===== src/rtl/u2u_pkg.sv =====
// shared types and constants for the utf8 to ucs2 stream decoder
// no dependencies
package u2u_pkg;

  // most results one input byte can cause
  localparam int MaxRes = 6;

  localparam logic [7:0] ContMask  = 8'hC0;
  localparam logic [7:0] ContTag   = 8'h80;
  localparam logic [7:0] LeadLow   = 8'hC0;
  localparam logic [7:0] LeadHigh  = 8'hFE;
  localparam logic [7:0] Mask2     = 8'hE0;
  localparam logic [7:0] Tag2      = 8'hC0;
  localparam logic [7:0] Mask3     = 8'hF0;
  localparam logic [7:0] Tag3      = 8'hE0;
  localparam logic [7:0] Mask4     = 8'hF8;
  localparam logic [7:0] Tag4      = 8'hF0;
  localparam logic [7:0] Mask5     = 8'hFC;
  localparam logic [7:0] Tag5      = 8'hF8;
  localparam logic [7:0] PayMask   = 8'h3F;
  localparam logic [7:0] Pay2Mask  = 8'h1F;
  localparam logic [7:0] Pay3Mask  = 8'h0F;
  localparam logic [7:0] Pay4Mask  = 8'h07;
  localparam logic [7:0] Pay5Mask  = 8'h03;
  localparam logic [7:0] Pay6Mask  = 8'h01;

  // one result item
  typedef struct packed {
    logic [15:0] code;
    logic [2:0]  cnt;
    logic        eos;
  } res_t;

  // all results caused by one input byte
  typedef struct packed {
    res_t [MaxRes-1:0] ent;
    logic [2:0]        n;
  } run_t;

endpackage


===== src/rtl/u2u_decode.sv =====
// sequence state and per-byte decode into a run of results
// depends on u2u_pkg
module u2u_decode (
  input  logic              clk,
  input  logic              rst_n,
  input  logic              in_take,
  input  logic [7:0]        in_byte,
  output u2u_pkg::run_t     run
);

  logic [7:0]  lead_r, lead_nxt;
  logic [2:0]  len_r, len_nxt;
  logic [2:0]  cnt_r, cnt_nxt;
  logic [15:0] acc_r, acc_nxt;
  logic [7:0]  cbuf_r [4];
  logic        cbuf_wr;

  logic        is_cont;
  logic        is_lead;
  logic [15:0] acc_ext;
  logic [2:0]  nrep;
  logic        tail_on;
  u2u_pkg::res_t tail;

  // decode the byte against the open sequence
  always_comb begin
    is_cont = (in_byte & u2u_pkg::ContMask) == u2u_pkg::ContTag;
    is_lead = (in_byte >= u2u_pkg::LeadLow) && (in_byte < u2u_pkg::LeadHigh);
    acc_ext = {acc_r[9:0], in_byte[5:0] & u2u_pkg::PayMask[5:0]};
    lead_nxt = lead_r;
    len_nxt  = len_r;
    cnt_nxt  = cnt_r;
    acc_nxt  = acc_r;
    cbuf_wr  = 1'b0;
    run      = '0;
    nrep     = '0;
    tail_on  = 1'b0;
    tail     = '0;

    if (len_r != 3'd0 && is_cont) begin
      if (({1'b0, cnt_r} + 4'd2) >= {1'b0, len_r}) begin
        // sequence complete
        run.ent[0].code = acc_ext;
        run.ent[0].cnt  = len_r;
        run.ent[0].eos  = 1'b0;
        run.n    = 3'd1;
        lead_nxt = '0;
        len_nxt  = '0;
        cnt_nxt  = '0;
        acc_nxt  = '0;
      end else begin
        cbuf_wr = 1'b1;
        cnt_nxt = cnt_r + 3'd1;
        acc_nxt = acc_ext;
      end
    end else begin
      // replay of a broken sequence, lead first
      nrep = (len_r != 3'd0) ? (cnt_r + 3'd1) : 3'd0;

      // result of the byte itself
      if (in_byte == 8'h00) begin
        tail_on   = 1'b1;
        tail.code = '0;
        tail.cnt  = 3'd0;
        tail.eos  = 1'b1;
      end else if (!is_lead) begin
        tail_on   = 1'b1;
        tail.code = {8'h00, in_byte};
        tail.cnt  = 3'd1;
        tail.eos  = 1'b0;
      end

      for (int k = 0; k < u2u_pkg::MaxRes; k++) begin
        if (3'(k) < nrep) begin
          run.ent[k].code = (k == 0) ? {8'h00, lead_r} : {8'h00, cbuf_r[2'(k + 3)]};
          run.ent[k].cnt  = 3'd1;
          run.ent[k].eos  = 1'b0;
        end else if (3'(k) == nrep && tail_on) begin
          run.ent[k] = tail;
        end
      end
      run.n = nrep + {2'b00, tail_on};

      lead_nxt = '0;
      len_nxt  = '0;
      cnt_nxt  = '0;
      acc_nxt  = '0;
      if (is_lead) begin
        lead_nxt = in_byte;
        if ((in_byte & u2u_pkg::Mask2) == u2u_pkg::Tag2) begin
          len_nxt = 3'd2;
          acc_nxt = {8'h00, in_byte & u2u_pkg::Pay2Mask};
        end else if ((in_byte & u2u_pkg::Mask3) == u2u_pkg::Tag3) begin
          len_nxt = 3'd3;
          acc_nxt = {8'h00, in_byte & u2u_pkg::Pay3Mask};
        end else if ((in_byte & u2u_pkg::Mask4) == u2u_pkg::Tag4) begin
          len_nxt = 3'd4;
          acc_nxt = {8'h00, in_byte & u2u_pkg::Pay4Mask};
        end else if ((in_byte & u2u_pkg::Mask5) == u2u_pkg::Tag5) begin
          len_nxt = 3'd5;
          acc_nxt = {8'h00, in_byte & u2u_pkg::Pay5Mask};
        end else begin
          len_nxt = 3'd6;
          acc_nxt = {8'h00, in_byte & u2u_pkg::Pay6Mask};
        end
      end
    end
  end

  // sequence state, updated on each input transfer
  always_ff @(posedge clk) begin
    if (!rst_n) begin
      lead_r <= '0;
      len_r  <= '0;
      cnt_r  <= '0;
      acc_r  <= '0;
    end else if (in_take) begin
      lead_r <= lead_nxt;
      len_r  <= len_nxt;
      cnt_r  <= cnt_nxt;
      acc_r  <= acc_nxt;
    end
  end

  // continuation buffer for replay
  always_ff @(posedge clk) begin
    if (in_take && cbuf_wr) begin
      cbuf_r[cnt_r[1:0]] <= in_byte;
    end
  end

endmodule


===== src/rtl/u2u_emit.sv =====
// result register holding one run and stepping through it
// depends on u2u_pkg
module u2u_emit (
  input  logic              clk,
  input  logic              rst_n,
  input  logic              load,
  input  u2u_pkg::run_t     run,
  output logic              free,
  output logic              out_valid,
  input  logic              out_stall,
  output logic [15:0]       out_char_code,
  output logic [2:0]        out_byte_count,
  output logic              out_end_of_string,
  output logic              out_last_of_run
);

  u2u_pkg::run_t run_r;
  logic          valid_r;
  logic [2:0]    idx_r;
  logic          take;
  logic          last;
  u2u_pkg::res_t cur;

  // current entry and handshake
  always_comb begin
    cur  = run_r.ent[idx_r];
    take = valid_r && !out_stall;
    last = idx_r == (run_r.n - 3'd1);
    free = !valid_r || (take && last);
  end

  assign out_valid         = valid_r;
  assign out_char_code     = cur.code;
  assign out_byte_count    = cur.cnt;
  assign out_end_of_string = cur.eos;
  assign out_last_of_run   = last;

  // run sequencer control
  always_ff @(posedge clk) begin
    if (!rst_n) begin
      valid_r <= 1'b0;
      idx_r   <= '0;
    end else if (load) begin
      valid_r <= 1'b1;
      idx_r   <= '0;
    end else if (take) begin
      if (last) begin
        valid_r <= 1'b0;
      end else begin
        idx_r <= idx_r + 3'd1;
      end
    end
  end

  // run payload
  always_ff @(posedge clk) begin
    if (load) begin
      run_r <= run;
    end
  end

endmodule


===== src/rtl/utf8_to_ucs2_stream_decoder_unit.sv =====
// utf8 to ucs2 stream decoder, top level
// a result is registered: it appears in the cycle after the byte that causes it is transferred
// throughput: 1 byte per cycle while the run register is free; a byte causing n results holds the input
// until the run register, which sends one result per cycle while out_stall is low, sends its last one
// reset: synchronous active-low rst_n clears the sequence state and the run register
// depends on u2u_pkg, u2u_decode, u2u_emit
module utf8_to_ucs2_stream_decoder_unit (
  input  logic        clk,
  input  logic        rst_n,
  input  logic        in_valid,
  output logic        in_stall,
  input  logic [7:0]  in_byte,
  output logic        out_valid,
  input  logic        out_stall,
  output logic [15:0] out_char_code,
  output logic [2:0]  out_byte_count,
  output logic        out_end_of_string,
  output logic        out_last_of_run
);

  logic          in_take;
  logic          free;
  logic          load;
  u2u_pkg::run_t run;

  // input transfer and run load
  assign in_stall = !free;
  assign in_take  = in_valid && free;
  assign load     = in_take && (run.n != 3'd0);

  u2u_decode u_decode (
    .clk     (clk),
    .rst_n   (rst_n),
    .in_take (in_take),
    .in_byte (in_byte),
    .run     (run)
  );

  u2u_emit u_emit (
    .clk               (clk),
    .rst_n             (rst_n),
    .load              (load),
    .run               (run),
    .free              (free),
    .out_valid         (out_valid),
    .out_stall         (out_stall),
    .out_char_code     (out_char_code),
    .out_byte_count    (out_byte_count),
    .out_end_of_string (out_end_of_string),
    .out_last_of_run   (out_last_of_run)
  );

endmodule


===== config.mk =====
export PLATFORM = sky130hd
export DESIGN_NAME = utf8_to_ucs2_stream_decoder_unit
export DESIGN_NICKNAME = d
export VERILOG_FILES = /design/src/rtl/u2u_pkg.sv /design/src/rtl/u2u_decode.sv /design/src/rtl/u2u_emit.sv /design/src/rtl/utf8_to_ucs2_stream_decoder_unit.sv
export SDC_FILE = /design/constraint.sdc
export NUM_CORES = 1
export LEC_CHECK = 0
export ABC_AREA = 1
export BUFFER_PORTS_ARGS = -buffer_cell sky130_fd_sc_hd__clkbuf_2
export CAP_MARGIN = 20
export CORE_MARGIN = 3
export CORE_UTILIZATION = 55
export CTS_BUF_LIST = sky130_fd_sc_hd__clkbuf_4 sky130_fd_sc_hd__clkbuf_8
export CTS_CLUSTER_DIAMETER = 30
export CTS_CLUSTER_SIZE = 30
export DETAILED_ROUTE_END_ITERATION = 8
export HOLD_SLACK_MARGIN = 0.05
export PLACE_DENSITY = 0.83
export SYNTH_ARGS = -nofsm -noshare
export SYNTH_HDL_FRONTEND = slang
export SYNTH_SLANG_ARGS = --single-unit

===== constraint.sdc =====
create_clock -name clk -period 4.9 [get_ports clk]
set_input_delay 0.49 -clock clk [delete_from_list [all_inputs] [get_ports clk]]
set_output_delay 0.49 -clock clk [all_outputs]
set_load 0.01 [all_outputs]

# --- Word level (Yosys, flattened, before mapping) ---
# Memory sizes are Yosys's and may differ from the RTL's.
# Cells that the tools add are included.
op_classes:
  n_addsub: 5
  n_bitwise: 7
  n_mux: 48
  n_lt_le_gt_ge: 10
  n_eq_ne: 12
  n_reduce_logical: 32
ops:
  columns: ["operator", "n"]
  rows:
  - ["$mux W12", 13]
  - ["$bmux W20 S3", 1]
  - ["$mux W10", 5]
  - ["$mux W23", 2]
  - ["$mux W20", 2]
  - ["$mux W3", 10]
  - ["$mux W8", 3]
  - ["$reduce_or A3 Y1", 5]
  - ["$logic_and A1 B1 Y1", 13]
  - ["$mux W1", 10]
  - ["$ge A8 B8 Y1 const B", 1]
  - ["$logic_not A8 Y1", 1]
  - ["$lt A8 B8 Y1 const B", 1]
  - ["$not A1 Y1", 7]
  - ["$add A3 B1 Y3 const B", 2]
  - ["$eq A2 B3 Y1 const A", 2]
  - ["$eq A3 B3 Y1 const A", 2]
  - ["$eq A6 B6 Y1 const B", 1]
  - ["$lt A1 B3 Y1 const A", 2]
  - ["$lt A2 B3 Y1 const A", 2]
  - ["$lt A3 B3 Y1 const A", 2]
  - ["$reduce_and A2 Y1", 3]
  - ["$reduce_bool A3 Y1", 2]
  - ["$eq A5 B5 Y1 const B", 1]
  - ["other kinds (17)", 21]
word_totals:
  memories: 1
  wordCells: 150
  in_bits: 12
  register_bits: 151
  ram_bits: 32
mem_list:
  columns: ["memory", "depth", "word_bits", "read_ports", "rd_ports_with_merged_regs", "write_ports", "line_no", "source"]
  rows:
  - ["u_decode.cbuf_r", 4, 8, 4, 0, 1, "u2u_decode.sv:15", "logic [7:0] cbuf_r [4];"]

# --- Longest topological paths before layout ---
logic_depth:
  word_depth: 13
  mapped_depth: 15
  mapped_depth_nobuf: 14

# --- By module ---
# From an unflattened synthesis, not the netlist that was laid out.
hier_totals:
  hier_cells: 914
  hier_area_um2: 8780.9
by_module_without_submodules:
  columns: ["mod", "seq_area_each_um2", "n_inst", "area_per_inst_um2", "cells_each"]
  rows:
  - ["u2u_emit", 3773.6, 1, 4958.5, 375]
  - ["u2u_decode", 1441.4, 1, 3794.9, 533]
  - ["utf8_to_ucs2_stream_decoder_unit", 0.0, 1, 27.5, 6]

# --- Least setup slack after synthesis ---
# Ideal clock, no wire load.
synth_timing:
  path_kind: "input-to-reg"
  from: "in in_byte[7]"
  to: "reg u_emit.run_r[0] (netlist bit), enable pin"
  setup_ns: 0.427
  t_required_ns: 4.473
  path_slack_ns: 1.261
  path_buffers: 1
  arrival_ns: 3.212
  path_stages: 13
  cell_sequence: "nand2_1 inv_1 nand2_1 nand2_4 inv_1 buf_4 ha_1 ha_1 nand3_1 nand3_1 nand3_1 nand2_1 inv_1"
synth_between:
  elab_chain_len: 9
  word_cells_on_any_way: 13
synth_lines:
  columns: ["item", "line_no", "source"]
  rows:
  - ["start: declaration", "utf8_to_ucs2_stream_decoder_unit.sv:12", "input logic [7:0] in_byte,"]
  - ["$ge A8 B8 Y1 / $lt A8 B8 Y1 (equally long branches)", "u2u_decode.sv:28", "is_lead = (in_byte >= u2u_pkg::LeadLow) && (in_byte < u2u_pkg::LeadHigh);"]
  - ["$logic_and A1 B1 Y1", "u2u_decode.sv:28", null]
  - ["$mux W1", "u2u_decode.sv:66", "end else if (!is_lead) begin"]
  - ["$mux W1", "u2u_decode.sv:61", "if (in_byte == 8'h00) begin"]
  - ["$mux W1", "u2u_decode.sv:40", "if (len_r != 3'd0 && is_cont) begin"]
  - ["$add A3 B1 Y3", "u2u_decode.sv:82", "run.n = nrep + {2'b00, tail_on};"]
  - ["$mux W23 (*)", "u2u_decode.sv:40", null]
  - ["$reduce_bool A3 Y1 (*)", "utf8_to_ucs2_stream_decoder_unit.sv:29", "assign load = in_take && (run.n != 3'd0);"]
  - ["$logic_and A1 B1 Y1 (*)", "utf8_to_ucs2_stream_decoder_unit.sv:29", null]
  - ["via load", "utf8_to_ucs2_stream_decoder_unit.sv:23", "logic load;"]
  - ["end signal: assignment", "u2u_emit.sv:58", "run_r <= run;"]
  - ["end: declaration", "u2u_emit.sv:17", "u2u_pkg::run_t run_r;"]
# Mark *: on every way through the listed nets, which the timed path passes. The rest lies on a longest branch. The select of a mux whose other input is x is not followed.
# A chain may end at the register's enable or synchronous reset.

# --- Worst setup path after layout ---
layout_timing:
  from: "reg u_decode.cnt_r[0]"
  to: "mem u_decode.cbuf_r[0][0], enable pin"
layout_between:
  elab_chain_len: 7
layout_lines:
  columns: ["item", "line_no", "source"]
  rows:
  - ["start: declaration", "u2u_decode.sv:13", "logic [2:0] cnt_r, cnt_nxt;"]
  - ["start signal: assignment", "u2u_decode.sv:120", "cnt_r <= cnt_nxt;"]
  - ["$add A3 B2 Y4", "u2u_decode.sv:41", "if (({1'b0, cnt_r} + 4'd2) >= {1'b0, len_r}) begin"]
  - ["$ge A4 B3 Y1", "u2u_decode.sv:41", null]
  - ["$mux W1", "u2u_decode.sv:41", null]
  - ["$mux W1", "u2u_decode.sv:40", null]
  - ["$logic_and A1 B1 Y1", "u2u_decode.sv:127", "if (in_take && cbuf_wr) begin"]
  - ["$mux W1", "u2u_decode.sv:127", null]
  - ["$mux W1 (not written as such)", "u2u_decode.sv:128", "cbuf_r[cnt_r[1:0]] <= in_byte;"]
  - ["end: declaration", "u2u_decode.sv:15", null]
# Parallel ways exist; a longest one is shown, timed or not.

==> results.json <==
{
  "outcome": "finished clean",
  "globalRouteOverflowTotal": 0,
  "num_vias": 5333,
  "hold_path_end": "u_decode.cbuf_r[3][6]$_DFFE_PP_",
  "fin_nets": 781,
  "slew_violations": 0,
  "syn2layout_area_growth_pct": 10.1,
  "fin_cells": 913,
  "routedWlPerCell_microns": 17.2,
  "seqPwrFrac_pct": 51.2,
  "r2r_cells": 11,
  "fin_skew_ps": 12.0,
  "cp_common_cell": "nand2_1",
  "cts_hold_buf": 0,
  "drive_above_1_share_pct": 13.6,
  "syn_area_per_cell_sq_um": 9.09,
  "grt_pass1_wl_microns": 25700,
  "crit_slowest_cell": "nor2_1",
  "r2r-end": "u_decode.cbuf_r[0][0]$_DFFE_PP_",
  "combPwrFrac_pct": 13.6,
  "ir_drop_mv": 0.176,
  "die_w_microns": 116,
  "drc": 0,
  "endpoint_kind": "flop",
  "grt_max_degree": 74,
  "clk_latency_ps": 440,
  "fmax_mhz": 348,
  "cpPeakStageDelay_ps": 630,
  "cts_tree": "built",
  "htreeDepth": 4,
  "synth_top_area_share_pct": 47.7,
  "ys.flop_type": "edfxtp_1",
  "power.density_nw_per_um2": 361,
  "final_antenna_net_count": 0,
  "cp.required_ps": 4960,
  "power.share.clock_pct": 35.2,
  "netlist.top_cell.by_area": "edfxtp_1",
  "wirelength_microns": 15700,
  "diodes": 0,
  "crit_chain": "inv_1 > ha_1 > inv_1 > nand2_1 > nand2_1 > nand2_1 > nand2_1 > nand3_4 > inv_2 > nand3_4 > nor2_1",
  "netSwitchingFraction_pct": 26.8,
  "rrSetupSlack_ps": 2030,
  "rows": 39,
  "fin_crit_ps": 2870,
  "synth_edf_count": 105,
  "nFillCells": 866,
  "dp_hpwl_microns": 10900,
  "ys_ff_latch": 133,
  "drt_iter0_drc": 789,
  "start_kind": "flop",
  "worst_pin_slew_ps": 776,
  "fin_setup_tns_ps": 0,
  "cts_sinks": 133,
  "die_area_sq_um": 13400,
  "ys_warn_count": 0,
  "hold_start": "in_byte[6]",
  "place_congestion": 0.967,
  "fin_crit_sh_pct": 58.6,
  "cts_root_buffer": "clkbuf_8",
  "coreArea_sq_um": 11600,
  "rsz0062_at_grt": "no",
  "drv_cap": 0,
  "worstPathMaxFanout": 10,
  "cts_buffers": 17,
  "p_switching_uw": 703,
  "io_pins": 35,
  "hold_viol": 0,
  "critPathTopFamily": "simple AND/OR/NAND/NOR gates",
  "clkTransAtPathRegs_ps": 70,
  "synthTopCellsByArea": "edfxtp_1, nand2_1, dfxtp_1",
  "rr_startpoint": "u_decode.cnt_r[0]$_SDFFE_PN0P_",
  "postSynthCellCount": 727,
  "dieHeight_microns": 116,
  "post_drt_via_cell_ratio": 5.84,
  "ys_types": 38,
  "antenna_found_initial": 1,
  "async_flop_share_pct": 0,
  "setup_viol": 0,
  "yosysSeqAreaShare_pct": 56.2,
  "syn-cell-area_sq_um": 6610,
  "intPower_uw": 1920,
  "ctsResizeCount": 0,
  "worstSetupPathType": "reg2reg",
  "critPathBufInv": 3,
  "globalRouteTotalUtil_pct": 25.2,
  "grt_pass1_vias": 4925,
  "crit_arrival_ps": 2930,
  "dr.pass1.iters": 6,
  "p_leak_uw": 0.00279,
  "dp.cells": 881,
  "hold_class": "in2reg",
  "initial_utilization_pct": 57.1,
  "hold_path_depth": 1,
  "slew-limit-headroom_pct": 48.1,
  "io_buffer_count": 34,
  "syn_nets": 751,
  "postCtsSetupRepairBufs": 0,
  "cts_buffer_depth": 2
}
==> synthesized netlist by cell type (all sizes together) (3+ instances only) <==
cell type / number
nor3: 3
nand3: 20
dfxtp: 28
a21oi: 68
ha: 11
o22ai: 11
nand2: 174
o21ai: 68
nor2: 88
clkbuf: 15
buf: 13
inv: 92
edfxtp: 105
nand4: 21
==> cell usage in the layout (no fill, tap or decap), types with 4 or more instances in the layout <==
cell type,instances
nand2_1,164
edfxtp_1,105
inv_1,84
nor2_1,77
a21oi_1,68
o21ai_0,59
clkbuf_2,34
dfxtp_1,28
nand4_1,21
nand3_1,17
clkbuf_8,17
o22ai_1,11
ha_1,11
o21ai_1,9
inv_2,7
nand2_4,5
nand2_2,5
clkinv_4,5
nor2_2,4
nor2_8,4
buf_4,4
==> logic make-up (layout without fill, tap and decap cells) <==
group / count (synthesis) / count (layout) / synth area share, %
AOI/OAI and AO/OA: 150 / 150 / 11.8
xor gates and xnor gates: 3 / 3 / 0.512
adders and majority gates: 12 / 12 / 2.39
buffers and inverters: 122 / 165 / 7.62
DFF: 133 / 133 / 56.2
and+or+nand+nor: 307 / 307 / 21.5
==> power by group through the flow <==
stage               sequential (uW)  clock [uW]  combinational (uW)
CTS                            1340         937                 353
global placement               1360           0                 336
finish                         1340         925                 356
detailed placement             1370           0                 349
floorplan                      1360           0                 243
global route                   1350         984                 393
==> per-layer routing <==
metal / GRT usage (%) / up-vias / share of wire, %
met5: 0 / - / 0.083
met4: 10.5 / 2 / 3.1
met3: 6.74 / 58 / 10
met2: 38.3 / 364 / 46
met1: 34.5 / 2421 / 40
li1: - / 2488 / -
==> flip-flops by register name, summed over array words and instances, names as in the netlist <==
register / cells
u_decode.acc_r: 10
u_decode.cbuf_r: 32
u_decode.cnt_r: 3
u_decode.lead_r: 8
u_decode.len_r: 3
u_emit.idx_r: 3
u_emit.out_valid: 1
u_emit.run_r: 73
==> area by class of cell <==
class | instances | area (sq um) | area share (%)
clock buffers | 18 | 241 | 3.32
clock inverters | 14 | 163 | 2.24
inverters | 94 | 363 | 4.99
multi-input cells | 472 | 2390 | 32.9
flip-flops and latches | 133 | 3710 | 51.1
well taps | 143 | 179 | 2.46
repair buffers | 39 | 220 | 3.03
==> worst max-delay path by stage <==
| stage | startpoint | end | slack, ps | cells after the start |
|---|---|---|---|---|
| 3_3_place_gp | in_byte[7] | u_emit.run_r[89]$_SDFFCE_PN0P_ | 1970 | 14 |
| 6_report | u_decode.cnt_r[0]$_SDFFE_PN0P_ | u_decode.cbuf_r[0][0]$_DFFE_PP_ | 2030 | 11 |
| 2_1_floorplan | in_byte[7] | u_emit.run_r[0]$_DFFE_PP_ | 1260 | 13 |
| 3_5_place_dp | in_byte[7] | u_emit.run_r[107]$_SDFFCE_PN0P_ | 1790 | 14 |
| 5_1_grt | u_decode.cnt_r[1]$_SDFFE_PN0P_ | u_decode.cbuf_r[0][0]$_DFFE_PP_ | 1800 | 8 |
| 4_1_cts | u_emit.idx_r[2]$_SDFFE_PP0P_ | out_end_of_string | 2060 | 5 |
==> stage by stage <==
step / area, sq um / total power, uW / setup WS [ps] / utilization, % / hold WS [ps]
floorplan: 6610 / 1610 / 1260 / - / 439
global placement: 6870 / 1700 / 1970 / 59.4 / 453
detailed placement: 6870 / 1720 / 1790 / 59.4 / 457
CTS: 7270 / 2630 / 2060 / 62.9 / 320
global route: 7270 / 2730 / 1800 / 62.9 / 344
finish: 7270 / 2620 / 2030 / 62.9 / 351
(Power assumes the default switching activity.)
